$ cat src/lcdns_pkg.sv
// types, command codes and strobe tables for the lcd nibble sequencer
// no dependencies
package lcdns_pkg;

  localparam logic [2:0] CMD_INIT   = 3'd0;
  localparam logic [2:0] CMD_INSTR  = 3'd1;
  localparam logic [2:0] CMD_DATA   = 3'd2;
  localparam logic [2:0] CMD_CLEAR  = 3'd3;
  localparam logic [2:0] CMD_POS    = 3'd4;
  localparam logic [2:0] CMD_GLYPH  = 3'd5;

  localparam int unsigned QUEUE_DEPTH = 2;

  localparam logic [7:0]  CLEAR_BYTE     = 8'h01;
  localparam logic [12:0] HOLD_US        = 13'd100;
  localparam logic [12:0] CLEAR_EXTRA_US = 13'd2000;
  localparam logic [3:0]  INIT_LAST_STEP = 4'd11;

  // one queued operation: either the init run or a single byte
  typedef struct packed {
    logic       is_init;
    logic       rs;
    logic [7:0] data_byte;
    logic       clear_hold;
  } op_t;

  typedef struct packed {
    logic [3:0]  nibble;
    logic [15:0] wait_before;
    logic        clear_hold;
  } strobe_t;

  // init run: wake-up nibbles, then 0x28, 0x0c, 0x06, 0x01
  function automatic strobe_t init_strobe(input logic [3:0] step);
    strobe_t s;
    s = '{nibble: 4'h0, wait_before: 16'd0, clear_hold: 1'b0};
    unique case (step)
      4'd0:    s = '{nibble: 4'h3, wait_before: 16'd50000, clear_hold: 1'b0};
      4'd1:    s = '{nibble: 4'h3, wait_before: 16'd4500,  clear_hold: 1'b0};
      4'd2:    s = '{nibble: 4'h3, wait_before: 16'd4500,  clear_hold: 1'b0};
      4'd3:    s = '{nibble: 4'h2, wait_before: 16'd150,   clear_hold: 1'b0};
      4'd4:    s.nibble = 4'h2;
      4'd5:    s.nibble = 4'h8;
      4'd6:    s.nibble = 4'h0;
      4'd7:    s.nibble = 4'hC;
      4'd8:    s.nibble = 4'h0;
      4'd9:    s.nibble = 4'h6;
      4'd10:   s.nibble = 4'h0;
      4'd11:   s = '{nibble: 4'h1, wait_before: 16'd0, clear_hold: 1'b1};
      default: s = '{nibble: 4'h0, wait_before: 16'd0, clear_hold: 1'b0};
    endcase
    return s;
  endfunction

endpackage

$ cat src/lcdns_front.sv
// front end: classifies display commands into queued operations
// depends on lcdns_pkg
module lcdns_front
  import lcdns_pkg::*;
(
  input  logic       in_valid_i,
  output logic       in_ready_o,
  input  logic [2:0] command_i,
  input  logic [7:0] value_i,
  input  logic       row_i,
  input  logic [5:0] col_i,
  input  logic [2:0] glyph_slot_i,
  output logic       push_o,
  output op_t        push_op_o,
  input  logic       queue_full_i
);

  logic       cmd_ok;
  logic [6:0] ddram_addr;

  assign in_ready_o = !queue_full_i;
  assign ddram_addr = {row_i, 6'b0} + {1'b0, col_i};

  always_comb begin
    cmd_ok    = 1'b1;
    push_op_o = '{is_init: 1'b0, rs: 1'b0, data_byte: value_i, clear_hold: 1'b0};
    unique case (command_i)
      CMD_INIT:  push_op_o.is_init = 1'b1;
      CMD_INSTR: push_op_o.data_byte = value_i;
      CMD_DATA:  push_op_o.rs = 1'b1;
      CMD_CLEAR: begin
        push_op_o.data_byte  = CLEAR_BYTE;
        push_op_o.clear_hold = 1'b1;
      end
      CMD_POS:   push_op_o.data_byte = {1'b1, ddram_addr};
      CMD_GLYPH: push_op_o.data_byte = {2'b01, glyph_slot_i, 3'b000};
      // unused codes are taken and dropped
      default:   cmd_ok = 1'b0;
    endcase
  end

  assign push_o = in_valid_i && in_ready_o && cmd_ok;

endmodule

$ cat src/lcdns_queue.sv
// short operation queue between front and back end
// depends on lcdns_pkg
module lcdns_queue
  import lcdns_pkg::*;
#(
  parameter int unsigned Depth = QUEUE_DEPTH
) (
  input  logic clk_i,
  input  logic rst_ni,
  input  logic push_i,
  input  op_t  push_op_i,
  output logic full_o,
  output logic valid_o,
  output op_t  head_o,
  input  logic pop_i
);

  localparam int unsigned PtrW = (Depth > 1) ? $clog2(Depth) : 1;
  localparam int unsigned CntW = $clog2(Depth + 1);
  localparam logic [PtrW-1:0] LastPtr = PtrW'(Depth - 1);
  localparam logic [CntW-1:0] FullCnt = CntW'(Depth);

  op_t             mem_q [Depth];
  logic [PtrW-1:0] wr_ptr_q, wr_ptr_d, rd_ptr_q, rd_ptr_d;
  logic [CntW-1:0] cnt_q, cnt_d;

  assign full_o  = (cnt_q == FullCnt);
  assign valid_o = (cnt_q != '0);
  assign head_o  = mem_q[rd_ptr_q];

  always_comb begin
    wr_ptr_d = wr_ptr_q;
    rd_ptr_d = rd_ptr_q;
    cnt_d    = cnt_q;
    if (push_i) begin
      wr_ptr_d = (wr_ptr_q == LastPtr) ? '0 : wr_ptr_q + 1'b1;
    end
    if (pop_i) begin
      rd_ptr_d = (rd_ptr_q == LastPtr) ? '0 : rd_ptr_q + 1'b1;
    end
    if (push_i && !pop_i) begin
      cnt_d = cnt_q + 1'b1;
    end else if (pop_i && !push_i) begin
      cnt_d = cnt_q - 1'b1;
    end
  end

  always_ff @(posedge clk_i or negedge rst_ni) begin
    if (!rst_ni) begin
      wr_ptr_q <= '0;
      rd_ptr_q <= '0;
      cnt_q    <= '0;
    end else begin
      wr_ptr_q <= wr_ptr_d;
      rd_ptr_q <= rd_ptr_d;
      cnt_q    <= cnt_d;
    end
  end

  always_ff @(posedge clk_i) begin
    if (push_i) begin
      mem_q[wr_ptr_q] <= push_op_i;
    end
  end

endmodule

$ cat src/lcdns_back.sv
// back end: steps the queue head through its strobes into the output register
// depends on lcdns_pkg
module lcdns_back
  import lcdns_pkg::*;
(
  input  logic        clk_i,
  input  logic        rst_ni,
  input  logic        op_valid_i,
  input  op_t         op_i,
  output logic        pop_o,
  output logic        out_valid_o,
  input  logic        out_ready_i,
  output logic        reg_select_o,
  output logic [3:0]  nibble_o,
  output logic [15:0] wait_before_us_o,
  output logic [12:0] wait_after_us_o,
  output logic        last_o
);

  logic        out_valid_q;
  logic [3:0]  step_q, step_d;
  logic        out_free, fire, strobe_last;
  strobe_t     init_s, cur_s;
  logic        rs_q;
  logic [3:0]  nibble_q;
  logic [15:0] wait_before_q;
  logic [12:0] wait_after_q;
  logic        last_q;

  assign out_free = !out_valid_q || out_ready_i;
  assign fire     = op_valid_i && out_free;
  assign init_s   = init_strobe(step_q);

  always_comb begin
    if (op_i.is_init) begin
      cur_s       = init_s;
      strobe_last = (step_q == INIT_LAST_STEP);
    end else begin
      // high nibble on step 0, low nibble on step 1
      cur_s.nibble      = step_q[0] ? op_i.data_byte[3:0] : op_i.data_byte[7:4];
      cur_s.wait_before = 16'd0;
      cur_s.clear_hold  = op_i.clear_hold && step_q[0];
      strobe_last       = step_q[0];
    end
  end

  assign pop_o  = fire && strobe_last;
  assign step_d = pop_o ? 4'd0 : (fire ? step_q + 4'd1 : step_q);

  always_ff @(posedge clk_i or negedge rst_ni) begin
    if (!rst_ni) begin
      out_valid_q <= 1'b0;
      step_q      <= 4'd0;
    end else begin
      step_q <= step_d;
      if (out_free) begin
        out_valid_q <= op_valid_i;
      end
    end
  end

  always_ff @(posedge clk_i) begin
    if (fire) begin
      rs_q          <= op_i.rs;
      nibble_q      <= cur_s.nibble;
      wait_before_q <= cur_s.wait_before;
      wait_after_q  <= cur_s.clear_hold ? HOLD_US + CLEAR_EXTRA_US : HOLD_US;
      last_q        <= strobe_last;
    end
  end

  assign out_valid_o      = out_valid_q;
  assign reg_select_o     = rs_q;
  assign nibble_o         = nibble_q;
  assign wait_before_us_o = wait_before_q;
  assign wait_after_us_o  = wait_after_q;
  assign last_o           = last_q;

endmodule

$ cat src/char_lcd_nibble_sequencer_top.sv
// top level of the character lcd 4-bit strobe sequencer
// depends on lcdns_pkg, lcdns_front, lcdns_queue, lcdns_back
//
// Expands each display command into 4-bit enable strobes, high nibble first:
// init gives 12 strobes, every other command 2, and codes 6 and 7 are
// accepted and give none. The back end produces one strobe per cycle from
// its step counter while the output is taken; while it works on a command
// the front end keeps taking commands each cycle as long as the operation
// queue (QueueDepth entries) has room. A strobe waits in the output register
// until taken; reset clears only the control state.
module char_lcd_nibble_sequencer_top
  import lcdns_pkg::*;
#(
  parameter int unsigned QueueDepth = QUEUE_DEPTH
) (
  input  logic        clk_i,
  input  logic        rst_ni,
  input  logic        in_valid_i,
  output logic        in_ready_o,
  input  logic [2:0]  command_i,
  input  logic [7:0]  value_i,
  input  logic        row_i,
  input  logic [5:0]  col_i,
  input  logic [2:0]  glyph_slot_i,
  output logic        out_valid_o,
  input  logic        out_ready_i,
  output logic        reg_select_o,
  output logic [3:0]  nibble_o,
  output logic [15:0] wait_before_us_o,
  output logic [12:0] wait_after_us_o,
  output logic        last_o
);

  logic push, full, head_valid, pop;
  op_t  push_op, head_op;

  lcdns_front u_front (
    .in_valid_i   (in_valid_i),
    .in_ready_o   (in_ready_o),
    .command_i    (command_i),
    .value_i      (value_i),
    .row_i        (row_i),
    .col_i        (col_i),
    .glyph_slot_i (glyph_slot_i),
    .push_o       (push),
    .push_op_o    (push_op),
    .queue_full_i (full)
  );

  lcdns_queue #(
    .Depth (QueueDepth)
  ) u_queue (
    .clk_i     (clk_i),
    .rst_ni    (rst_ni),
    .push_i    (push),
    .push_op_i (push_op),
    .full_o    (full),
    .valid_o   (head_valid),
    .head_o    (head_op),
    .pop_i     (pop)
  );

  lcdns_back u_back (
    .clk_i            (clk_i),
    .rst_ni           (rst_ni),
    .op_valid_i       (head_valid),
    .op_i             (head_op),
    .pop_o            (pop),
    .out_valid_o      (out_valid_o),
    .out_ready_i      (out_ready_i),
    .reg_select_o     (reg_select_o),
    .nibble_o         (nibble_o),
    .wait_before_us_o (wait_before_us_o),
    .wait_after_us_o  (wait_after_us_o),
    .last_o           (last_o)
  );

endmodule

$ cat config.mk
export PLATFORM = sky130hd
export DESIGN_NAME = char_lcd_nibble_sequencer_top
export DESIGN_NICKNAME = d
export VERILOG_FILES = /design/src/lcdns_pkg.sv /design/src/lcdns_front.sv /design/src/lcdns_queue.sv /design/src/lcdns_back.sv /design/src/char_lcd_nibble_sequencer_top.sv
export SDC_FILE = /design/constraint.sdc
export NUM_CORES = 1
export LEC_CHECK = 0
export BUFFER_PORTS_ARGS = -buffer_cell sky130_fd_sc_hd__buf_2
export CORE_ASPECT_RATIO = 0.5
export CORE_UTILIZATION = 30
export CTS_BUF_LIST = sky130_fd_sc_hd__clkbuf_2
export DETAILED_ROUTE_END_ITERATION = 7
export GPL_ROUTABILITY_DRIVEN = 0
export MAX_ROUTING_LAYER = met4
export PLACE_DENSITY = 0.6
export SLEW_MARGIN = 15
export SYNTH_ARGS = -nofsm -noshare
export SYNTH_HDL_FRONTEND = slang
export SYNTH_SLANG_ARGS = --single-unit
$ cat constraint.sdc
create_clock -name clk_i -period 1.9 [get_ports clk_i]
set_input_delay 0.19 -clock clk_i [delete_from_list [all_inputs] [get_ports clk_i]]
set_output_delay 0.19 -clock clk_i [all_outputs]
set_load 0.005 [all_outputs]
### Word level (Yosys, flattened, before mapping)

Memory sizes are Yosys's and may differ from the RTL's.
Cells that the tools add are included.

* bitwise logic cells: 0
* reduce and logical (&&, ||, !) cells: 21
* magnitude comparators: 0
* equality and inequality tests: 14
* multiplexer cells: 19
* $mul: 0
* div/mod/pow operators: 0
* shift operators: 0
* $add $sub $neg: 6

Operator list (count)
* 17-bit one-hot mux with 4 select lines: 1
* 4-bit one-hot mux with 6 select lines: 1
* 8-bit one-hot mux with 3 select lines: 1
* 21-bit 2-to-1 mux: 1
* 4-bit by 3-bit equality test with 1-bit output, second input constant: 3
* 12-bit 2-to-1 mux: 1
* 4-bit 2-to-1 mux: 3
* 1-bit 2-to-1 mux: 9
* 4-bit by 2-bit equality test with 1-bit output, second input constant: 2
* 4-bit equality test, second input constant: 2
* 7-bit by 6-bit adder with 7-bit output: 1
* 1-bit logical AND: 7
* 3-bit by 2-bit equality test with 1-bit output, second input constant: 2
* 3-bit equality test, second input constant: 2
* 2-bit nonzero test: 3
* 6-bit OR reduction: 1
* 4-bit by 1-bit adder with 4-bit output, second input constant: 1
* 4-bit by 1-bit equality test with 1-bit output, second input constant: 1
* 1-bit logical NOT: 4
* 4-bit logical NOT: 1
* 2-bit 2-to-1 mux: 2
* 2-bit OR reduction: 2
* 3-bit by 1-bit equality test with 1-bit output, second input constant: 1
* 3-bit logical NOT: 1
* 6 further kinds: 7

* logic and storage cells: 71
* RAM bits: 22
* output and inout bits: 37
* memories: 1
* flip-flop bits (word level): 44
* latch bits: 0
* input port bits: 25
* memory bits (read-only): 0

Memories
* u_queue.mem_q: words 2, width 11, read ports 1, clocked after memory_dff 0, wr ports 1, line lcdns_queue.sv:23 `op_t mem_q [Depth];`

### Longest topological paths before layout

Gate-level depths: netlist of run 1.

* depth in word-level cells: 8
* gate-level depth with buffers: 10

### Modules after synthesis

Synthesis of run 1 repeated with hierarchy kept, for this count alone.

* cell total of the unflattened synthesis: 191
* area, all modules: 2428.6 µm²

Modules (own cells, without submodules)
* lcdns_back: cells each 97, sequential area each 545.5 µm², instances 1, area an instance 1129.8 µm²
* lcdns_queue: cells each 50, sequential area each 760.7 µm², instances 1, area an instance 1018.5 µm²
* lcdns_front: cells each 44, sequential area each 0.0 µm², instances 1, area an instance 280.3 µm²

### Worst setup path before layout of run 1

Ideal clock, no wire load.

* path type: reg-to-reg
* from: register u_back.step_q[1]
* to: register u_queue.cnt_q[1]
* arrival time: 1.939 ns
* clock period less this slack: 2.019 ns
* stages on the path, launching flop included: 9
* slack: -0.119 ns
* path through: dfrtp_1 -> ha_1 -> inv_2 -> or4_4 -> a21oi_4 -> inv_1 -> ha_1 -> nor2_1 -> xor2_1

* word-level cells in the longest chain between the ends: 6

Ends and longest elaborated chain
* start, declared: line lcdns_back.sv:21 `logic [3:0] step_q, step_d;`
* start signal, assigned: line lcdns_back.sv:55 `step_q <= step_d;`
* 4-bit equality test *: line lcdns_back.sv:37 `strobe_last = (step_q == INIT_LAST_STEP);`
* 1-bit 2-to-1 mux *: line lcdns_back.sv:35 `if (op_i.is_init) begin`
* 1-bit logical AND *: line lcdns_back.sv:47 `assign pop_o = fire && strobe_last;`
* 1-bit logical NOT: line lcdns_queue.sv:41 `if (push_i && !pop_i) begin`
* 1-bit logical AND: line lcdns_queue.sv:41
* 2-bit 2-to-1 mux / 2-bit nonzero test (equally long branches)
* end signal, assigned: line lcdns_queue.sv:56 `cnt_q <= cnt_d;`
* end, declared: line lcdns_queue.sv:25 `logic [CntW-1:0] cnt_q, cnt_d;`

Mark *: on every way between the ends. The rest lies on a longest branch, timed or not.
A chain may end at the register's enable or synchronous reset.

### Worst setup path in the final report of run 1

* from: register u_back.step_q[0]
* to: register u_queue.cnt_q[1]

* word-level cells in the longest chain between the ends: 6

Ends and longest elaborated chain (line)
* 4-bit equality test: lcdns_back.sv:37
* 1-bit 2-to-1 mux *: lcdns_back.sv:35
* 1-bit logical AND *: lcdns_back.sv:47
* 1-bit logical NOT: lcdns_queue.sv:41
* 1-bit logical AND: lcdns_queue.sv:41
* 2-bit 2-to-1 mux / 2-bit nonzero test (equally long branches)

Marks and branches as above.

==> results.sh, run 1 <==
export IMPL_status="finished with violations"
export IMPL_violations="negative setup slack"
export IMPL_wirelength_um=4040
export IMPL_postLayoutCellArea_um2=2670
export IMPL_p_leak_nw=1.14
export IMPL_synth_cell_type_count=39
export IMPL_multi_input_area_um2=777
export IMPL_die_area_um2=7900
export IMPL_drtAntennaViolNets=0
export IMPL_path_class="reg2reg"
export IMPL_worst_r2r_setup_slack_ns=-0.04
export IMPL_core_um2=6960
export IMPL_io_buffer_count=45
export IMPL_max_freq_mhz=516
export IMPL_ir_worst_vdd_v=0.000327
export IMPL_diodes=0
export IMPL_routedWlPerCell_um=11.9
export IMPL_regArea_um2=1310
export IMPL_worst_hold_slack_ns=0.0714
export IMPL_antenna_found_initial=0
export IMPL_reg2reg_from="u_back.step_q[0]"
export IMPL_rr_endpoint="u_queue.cnt_q[1]"
export IMPL_syn_area_um2=2260
export IMPL_drive_gt1_share_pct=31.3
export IMPL_fp_dieH_um=63.4
export IMPL_start_kind="flop"
export IMPL_start_util_pct=32.4
export IMPL_final_nets=275
export IMPL_syn_mean_instance_area_um2=11.8
export IMPL_crit_buf_inv=2
export IMPL_worstPathArrival_ns=2.30
export IMPL_fillerInstances=664
export IMPL_setup_viol=1
export IMPL_grt_start_max_net_pins=20
export IMPL_cts_htree_levels=2
export IMPL_layout_core_utilization_pct=38.4
export IMPL_hpwl_um=3090
export IMPL_synth_seq_area_share_pct=57.8
export IMPL_area_growth_syn_to_layout_pct=18.3
export IMPL_clock_sinks=45
export IMPL_drv_max_cap_violation_count=0
export IMPL_place_area_um2=2570
export IMPL_ctsLongestPathBuffers=2
export IMPL_root_buffer="clkbuf_2"
export IMPL_cp_max_fo=2
export IMPL_netlist_instances=191
export IMPL_synth_area_top_cells="edfxtp_1 48%, dfrtp_1 10%, buf_4 7.0%"
export IMPL_ys_ff_latch=45
export IMPL_holdCritPathClass="in2reg"
export IMPL_grt_pass1_wl_um=6620
export IMPL_max_stage_delay_ns=0.50
export IMPL_yosysWarningCount=0
export IMPL_die_width_um=125
export IMPL_dr_pass1_iters=5
export IMPL_num_vias=1492
export IMPL_fin_crit_sh_pct=102
export IMPL_power_density_nw_per_um2=1340
export IMPL_skew_ns=0.0224
export IMPL_gr_total_overflow=0
export IMPL_cp_end_kind="flop"
export IMPL_numCtsBuffers=5
export IMPL_crit_path_start="u_back.step_q[0]"
export IMPL_crit_chain="ha_4, inv_2, or4_4, a21oi_4, inv_2, ha_2, xor2_1, nor2_1, xor2_1"
export IMPL_num_io_pins=62
export IMPL_report_final_hold_viol_count=0
export IMPL_grt_total_usage_pct=11.1
export IMPL_crit_cells=9
export IMPL_cts_tree="yes"
export IMPL_grt_pass1_vias=1370
export IMPL_final_max_slew_violation_count=0
export IMPL_ff2ff_path_depth=9
export IMPL_min_period_ns=1.94
export IMPL_yosysTopAreaCell="edfxtp_1"
export IMPL_rsz0062_at_grt="true"
export IMPL_endpoint="u_queue.cnt_q[1]"
export IMPL_clk_latency_ns=0.41
export IMPL_drc=0
export IMPL_viasPerCell=4.41
export IMPL_cp_required_ns=2.26
export IMPL_clk_pin_slew_ns=0.24
export IMPL_synth_top_area_share_pct=47.9
export IMPL_hold_path_cell_count=3
export IMPL_placementRows=21
export IMPL_setup_ws_ns=-0.0395
export IMPL_dp_slack_ns=-0.0410
export IMPL_critical_path_slowest_cell="or4_4"
export IMPL_critPathTopFamily="simple AND/OR/NAND/NOR gates"
export IMPL_drt_iter0_drc=92
-- cell families (layout without fill, tap and decap cells) --
kind of cell	Yosys count	count (layout)	share of synthesized area, %
compound gates	38	38	10.4
xor+xnor	5	5	1.94
fa+ha+maj	5	5	2.77
buf+inv	41	82	10.7
flops	45	45	57.8
mux	7	7	5.87
other cells	2	16	0.333
simple gates	48	48	10.1
-- power breakdown --
group | switching (mW) | internal [mW] | total [mW]
Sequential | 0.129 | 1.46 | 1.59
Clock | 0.325 | 0.231 | 0.556
Combinational | 0.764 | 0.662 | 1.43
Total | 1.22 | 2.35 | 3.57
-- layout by cell type (no fill, tap or decap), drive strengths merged, types with 2 or more instances in the layout --
master       synthesis  routed
a21oi               11      11
a22oi                2       2
and2                 2       2
buf                 24      59
clkbuf               4       5
conb                 2      16
dfrtp                9       9
dlygate4sd3          0       2
edfxtp              36      36
ha                   5       5
inv                 13      14
mux2i                2       2
mux4                 4       4
nand2               15      15
nand2b               4       4
nand3                2       2
nor2                14      14
nor2b                2       2
nor3                 4       4
o21ai               13      13
o22ai                6       6
xnor2                2       2
xor2                 3       3
-- metrics by stage --
stage / std cells / total power [mW] / setup TNS [ns]
after detailed placement: 328 / 3.06 / -0.0410
after floorplan: 205 / 2.58 / -0.0479
after global placement: 328 / 3.02 / 0
after global routing: 338 / 3.84 / -0.147
final: 338 / 3.57 / -0.0395
after CTS: 337 / 3.61 / -0.0614
-- timing repair --
item / in CTS / in global routing
endpoints found under the setup margin: 1 / 2
setup buffers: 0 / 0
gates resized for setup: 1 / 1
hold buffers: 1 / 1
hold endpoints to repair: 9 / 1
-- cell usage after synthesis (all sizes together) --
master   n
and2     2
edfxtp  36
nor4     1
nor3     4
dfrtp    9
xnor2    2
clkbuf   4
nor2    14
o22a     1
buf     24
a21oi   11
o21bai   1
xor2     3
ha       5
or4      1
o22ai    6
o21ai   13
inv     13
nor2b    2
or3      1
mux4     4
o21a     1
a22oi    2
mux2     1
and2b    1
o221ai   1
or2b     1
nand2b   4
a31oi    1
o211ai   1
nand3    2
conb     2
mux2i    2
nand2   15
-- worst reg2reg max path: cells and delay by family (launching register included) --
| family | cells | cell delay, ns |
|---|---|---|
| XOR/XNOR | 2 | 0.28 |
| adder cells (fa/ha/maj) | 2 | 0.31 |
| buffers and inverters | 2 | 0.08 |
| flip-flops | 1 | 0.45 |
| AND/OR/NAND/NOR | 2 | 0.61 |
| AO/OA/AOI/OAI | 1 | 0.15 |
-- layer usage --
| metal | global-route usage [%] | wire, µm | vias up |
|---|---|---|---|
| met5 | - | 0 | - |
| met4 | 3.16 | 36 | 0 |
| met3 | 3.31 | 232 | 4 |
| met2 | 15.7 | 1690 | 61 |
| met1 | 15.2 | 2080 | 681 |
| li1 | - | - | 746 |
-- registers in the layout (all words and copies together) (netlist names) --
register,flops
u_queue.mem_q,22
u_back.wait_before_us_o,6
u_back.step_q,4
u_queue.rd_ptr_q,1
u_back.reg_select_o,1
u_back.wait_after_us_o,2
u_back.out_valid_o,1
u_back.nibble_o,4
u_queue.wr_ptr_q,1
u_queue.cnt_q,2
u_back.last_o,1
-- final cells by class --
type | instances | area share [%]
Inverter | 13 | 1.83
Tap cell | 92 | 4.31
Clock inverter | 3 | 1.83
Sequential cell | 45 | 48.9
Timing Repair Buffer | 61 | 13.1
Clock buffer | 5 | 0.937
Multi-Input combinational cell | 119 | 29.1
-- how the worst min path moves through the flow --
stage	startpoint	endpoint	slack [ns]
after floorplan	rst_ni	u_back.out_valid_o	-0.11
after global placement	rst_ni	u_queue.wr_ptr_q	0.06
after detailed placement	rst_ni	u_queue.wr_ptr_q	0.06
after CTS	out_ready_i	u_back.out_valid_o	0.001
after global routing	in_valid_i	u_queue.wr_ptr_q	0.03
final	in_valid_i	u_queue.wr_ptr_q	0.07
(Power assumes the default switching activity.)
==> run 2, diff against run 1 <==
- CAP_MARGIN: default -> 40
- RECOVER_POWER: default -> 50
==> run 2 against run 1 <==
The flow still finishes with violations (negative setup slack). Clock power hardly changed. Cell count stayed put. Register-to-register slack hardly changed. Setup slack hardly changed. Largest power group unchanged. Utilization is 0.29 points lower. Via count stayed put. Sequential share of layout area is 0.37 points higher. Worst hold slack better by 0.0010 ns. Sequential power hardly changed. Critical endpoint unchanged. Clock skew hardly changed. Count of clock-buffer cells in the layout stayed put.
==> results.sh, run 2 (synthesized netlist as in run 1, its figures left out) <==
export IMPL_p_sw_share_pct=34.4
export IMPL_min_from="in_valid_i"
export IMPL_io_buffer_count=45
export IMPL_slew_headroom_pct=66.6
export IMPL_reg2reg_from="u_back.step_q[0]"
export IMPL_dp_slack_ns=-0.0410
export IMPL_power_density_nw_per_um2=1330
export IMPL_switching_power_mw=1.22
export IMPL_gr_total_overflow=0
export IMPL_holdCritPathClass="in2reg"
export IMPL_final_nets=275
export IMPL_start_util_pct=32.4
export IMPL_placementRows=21
export IMPL_fp_dieH_um=63.4
export IMPL_drt_iter0_drc=96
export IMPL_hold_end="u_queue.wr_ptr_q"
export IMPL_max_freq_mhz=516
export IMPL_status="finished with violations"
export IMPL_die_area_um2=7900
export IMPL_drc=0
export IMPL_setup_ws_ns=-0.0397
export IMPL_ff2ff_path_depth=9
export IMPL_core_um2=6960
export IMPL_comb_power_share_pct=39.3
export IMPL_cp_end_kind="flop"
export IMPL_layout_core_utilization_pct=38.1
export IMPL_skew_ns=0.0225
export IMPL_grt_total_usage_pct=11.1
export IMPL_worst_hold_slack_ns=0.0724
export IMPL_grt_start_max_net_pins=20
export IMPL_p_leak_nw=1.10
export IMPL_rr_endpoint="u_queue.cnt_q[1]"
export IMPL_routedWlPerCell_um=12.0
export IMPL_numCtsBuffers=5
export IMPL_cts_htree_levels=2
export IMPL_ctsLongestPathBuffers=2
export IMPL_area_growth_syn_to_layout_pct=17.4
export IMPL_report_final_hold_viol_count=0
export IMPL_dr_pass1_iters=4
export IMPL_min_period_ns=1.94
export IMPL_wirelength_um=4050
export IMPL_clock_sinks=45
export IMPL_largest_reg_flops=22
export IMPL_antenna_found_initial=0
export IMPL_final_max_slew_violation_count=0
export IMPL_clk_pin_slew_ns=0.24
export IMPL_die_width_um=125
export IMPL_rsz0062_at_grt="true"
export IMPL_cp_required_ns=2.26
export IMPL_drtAntennaViolNets=0
export IMPL_num_io_pins=62
export IMPL_fin_crit_sh_pct=102
export IMPL_hold_path_cell_count=3
export IMPL_grt_pass1_vias=1370
export IMPL_path_class="reg2reg"
export IMPL_final_cells=338
export IMPL_root_buffer="clkbuf_2"
export IMPL_cp_max_fo=2
export IMPL_power_mw=3.54
export IMPL_drv_max_cap_violation_count=0
export IMPL_regMostFlops="u_queue.mem_q"
export IMPL_hpwl_um=3090
export IMPL_num_vias=1492
export IMPL_internal_power_mw=2.32
export IMPL_violations="negative setup slack"
export IMPL_ir_worst_vdd_v=0.000326
export IMPL_mostFrequentLayoutCells="36 x edfxtp_1, 32 x buf_2, 16 x conb_1"
export IMPL_diodes=0
export IMPL_cts_tree="yes"
export IMPL_seqPwrFrac_pct=45.0
export IMPL_worstPathArrival_ns=2.30
export IMPL_clk_latency_ns=0.41
export IMPL_setup_viol=1
export IMPL_drive_gt1_share_pct=25.6
export IMPL_final_common_cell="edfxtp_1"
export IMPL_pwr_share_clk_pct=15.7
export IMPL_dp_cells=328
export IMPL_worst_r2r_setup_slack_ns=-0.04
export IMPL_worst_pin_slew_ns=0.501
export IMPL_grt_pass1_wl_um=6620
export IMPL_viasPerCell=4.41
export IMPL_start_kind="flop"
run 2: cell types whose count changed in the layout (fill, tap and decap cells not counted):
cell      change
clkbuf_1     +14
and2_0        +1
buf_4         -1
and2_1        -1
buf_2        -13
run 2: cell type report:
| cell class | instances | area (µm²) |
|---|---|---|
| multi-input combinational | 119 | 777 |
| fill | 670 | 4310 |
| clock inverter | 3 | 48.8 |
| tap | 92 | 115 |
| clock buffer | 5 | 25.0 |
| inverter | 13 | 48.8 |
| timing repair buffer | 61 | 330 |
| sequential | 45 | 1310 |
run 2: power groups by stage:
stage,registers [mW],clock network (mW),logic [mW]
finish,1.59,0.556,1.39
global route,1.63,0.615,1.56
CTS,1.60,0.577,1.44
detailed placement,1.62,0,1.43
global placement,1.61,0,1.42
floorplan,1.64,0,0.936
run 2: routing by layer:
metal / routed length [µm] / GRT usage, % / vias to the layer above
li1: - / - / 746
met1: 2100 / 15.2 / 689
met2: 1700 / 15.7 / 53
met3: 210 / 3.31 / 4
met4: 36 / 3.16 / 0
met5: 0 / - / -
run 2: per-stage QoR:
stage	TNS (ns)	instance area, µm²
after CTS	-0.0614	2660
final	-0.0397	2650
after global routing	-0.345	2650
after floorplan	-0.0479	2320
after detailed placement	-0.0410	2570
after global placement	0	2570
run 2: worst max-delay path, cell delays in order, from the launching register on:
cell     delay [ns]
dfrtp_1        0.45
ha_4           0.15
inv_2          0.04
or4_4          0.50
a21oi_4        0.15
inv_2          0.04
ha_2           0.16
xor2_1         0.13
nor2_1         0.11
xor2_1         0.15
run 2: how the worst max path moves through the flow:
stage | startpoint | end | slack (ns)
after detailed placement | u_back.step_q[0] | u_queue.cnt_q[1] | -0.04
after CTS | u_back.step_q[0] | u_queue.cnt_q[1] | -0.06
after global placement | u_back.step_q[0] | u_queue.cnt_q[1] | 0.02
final | u_back.step_q[0] | u_queue.cnt_q[1] | -0.04
after global routing | u_back.step_q[0] | u_queue.cnt_q[1] | -0.15
after floorplan | u_back.step_q[1] | u_queue.cnt_q[1] | -0.05
run 2: timing repair:
item                                   CTS  global route
pin swaps                                0             0
resized for setup                        1             1
buffers inserted                         0             0
hold buffers                             1             1
endpoints found under the hold margin    9             1
gates cloned                             0             0
setup endpoints to repair                1             2
==> run 3, diff against run 2 <==
- CORE_UTILIZATION: 30 -> 49
- PLACE_DENSITY: 0.6 -> 0.86
==> run 3 against run 2 <==
Critical path type unchanged. First-iteration DRC count is 4.2% lower. Total power rose by 2.2%. Via count increased by 4.6%. Largest cell class unchanged. Die area is 38% lower. Register-to-register slack lost 0.03 ns. The flow finishes with violations (design-rule violations, negative setup slack). Clock skew down 0.011 ns.
==> results.sh, run 3 (synthesized netlist as in run 1, its figures left out) <==
export IMPL_setup_ws_ns=-0.0704
export IMPL_wirelength_um=4090
export IMPL_rsz0062_at_grt="true"
export IMPL_clk_pin_slew_ns=0.24
export IMPL_fp_dieH_um=50.0
export IMPL_holdCritPathClass="in2reg"
export IMPL_die_area_um2=4900
export IMPL_cp_max_fo=2
export IMPL_cts_tree="yes"
export IMPL_drive_gt1_share_pct=27.0
export IMPL_mostFrequentLayoutCells="36 x edfxtp_1, 35 x buf_2, 16 x conb_1"
export IMPL_io_buffer_count=45
export IMPL_drt_iter0_drc=92
export IMPL_core_um2=4400
export IMPL_report_final_hold_viol_count=0
export IMPL_postLayoutCellArea_um2=2630
export IMPL_dr_pass1_iters=7
export IMPL_final_max_slew_violation_count=0
export IMPL_max_freq_mhz=508
export IMPL_grt_pass1_vias=1422
export IMPL_clk_latency_ns=0.44
export IMPL_critical_path_slowest_cell="or4_4"
export IMPL_worst_hold_slack_ns=0.0657
export IMPL_p_sw_share_pct=35.0
export IMPL_power_mw=3.62
export IMPL_crit_chain="ha_4, inv_2, or4_4, a21oi_4, inv_2, ha_4, xor2_1, nor2_1, xor2_1"
export IMPL_regArea_um2=1310
export IMPL_grt_pass1_wl_um=6550
export IMPL_die_width_um=98.0
export IMPL_ir_worst_vdd_v=0.000473
export IMPL_p_leak_nw=1.11
export IMPL_start_kind="flop"
export IMPL_cp_required_ns=2.27
export IMPL_num_vias=1560
export IMPL_viasPerCell=5.11
export IMPL_numCtsBuffers=5
export IMPL_regMostFlops="u_queue.mem_q"
export IMPL_grt_total_usage_pct=18.2
export IMPL_drc=4
export IMPL_worstPathArrival_ns=2.34
export IMPL_clock_sinks=45
export IMPL_path_class="reg2reg"
export IMPL_drtAntennaViolNets=0
export IMPL_internal_power_mw=2.35
export IMPL_max_stage_delay_ns=0.50
export IMPL_pwr_share_clk_pct=15.7
export IMPL_setup_viol=1
export IMPL_final_cells=305
export IMPL_seqPwrFrac_pct=44.2
export IMPL_root_buffer="clkbuf_2"
export IMPL_antenna_found_initial=0
export IMPL_routedWlPerCell_um=13.4
export IMPL_status="finished with violations"
export IMPL_gr_total_overflow=0
export IMPL_switching_power_mw=1.27
export IMPL_hpwl_um=3010
export IMPL_largest_reg_flops=22
export IMPL_grt_start_max_net_pins=17
export IMPL_ctsLongestPathBuffers=2
export IMPL_skew_ns=0.0113
export IMPL_cp_end_kind="flop"
export IMPL_cts_htree_levels=2
export IMPL_drv_max_cap_violation_count=0
export IMPL_fillerInstances=361
export IMPL_power_density_nw_per_um2=1380
export IMPL_dp_cells=295
export IMPL_diodes=0
export IMPL_place_area_um2=2550
export IMPL_area_growth_syn_to_layout_pct=16.5
export IMPL_final_nets=277
export IMPL_comb_power_share_pct=40.1
export IMPL_fin_crit_sh_pct=104
export IMPL_start_util_pct=51.3
export IMPL_min_period_ns=1.97
export IMPL_num_io_pins=62
export IMPL_final_common_cell="edfxtp_1"
export IMPL_violations="design-rule violations, negative setup slack"
export IMPL_multi_input_area_um2=787
export IMPL_placementRows=17
[run 3: stage by stage]
| stage | setup TNS [ns] | worst slack (ns) | utilization (%) |
|---|---|---|---|
| after floorplan | -0.0479 | -0.0479 | - |
| after global placement | 0 | 0.0283 | 57.8 |
| after detailed placement | -0.0593 | -0.0593 | 57.8 |
| after CTS | -0.0891 | -0.0891 | 60.2 |
| after global routing | -0.352 | -0.178 | 59.8 |
| final | -0.0704 | -0.0704 | 59.8 |
[run 3: layout make-up]
cell class,count,share of cell area (%)
multi-input combinational,119,29.9
tap,57,2.71
clock inverter,3,1.81
inverter,13,1.85
timing repair buffer,63,13.1
sequential,45,49.6
clock buffer,5,0.951
[run 3: timing repair]
item | in CTS | in global routing
hold endpoints to repair | 10 | 0
gates resized for setup | 2 | 0
hold buffers | 2 | 0
setup buffers | 0 | 0
pin swaps | 0 | 1
endpoints found under the setup margin | 1 | 1
[run 3: critical path, delay by kind of cell, from the launching register on]
family	cells	cell delay (ns)
flip-flops	1	0.45
AND/OR/NAND/NOR	2	0.62
AO/OA/AOI/OAI	1	0.15
adder cells (fa/ha/maj)	2	0.30
buffers and inverters	2	0.10
XOR/XNOR	2	0.30
[run 3: metal layers]
layer	wire, µm	track usage [%]	up-vias	share of wire (%)
li1	-	-	750	-
met1	1880	22.4	736	46
met2	1940	30.0	69	47
met3	242	4.11	5	5.9
met4	34	6.31	0	0.83
met5	0	-	-	0
[run 3: final timing paths]
check	start	to	cells past startpoint	slack [ns]
min	in_valid_i	u_queue.wr_ptr_q	3	0.07
max	u_back.step_q[1]	u_queue.cnt_q[1]	9	-0.07
max reg2reg	u_back.step_q[1]	u_queue.cnt_q[1]	9	-0.07
min in group asynchronous	rst_ni	u_back.step_q[1]	2	0.17
min reg2reg	u_queue.wr_ptr_q	u_queue.wr_ptr_q	1	0.54
max in group asynchronous	rst_ni	u_queue.rd_ptr_q	2	1.40
[run 3: power groups by stage]
stage	Combinational, mW	Sequential [mW]	Clock, mW
after floorplan	0.936	1.64	0
after global placement	1.41	1.60	0
after detailed placement	1.45	1.63	0
after CTS	1.50	1.60	0.571
after global routing	1.61	1.63	0.599
final	1.45	1.60	0.568
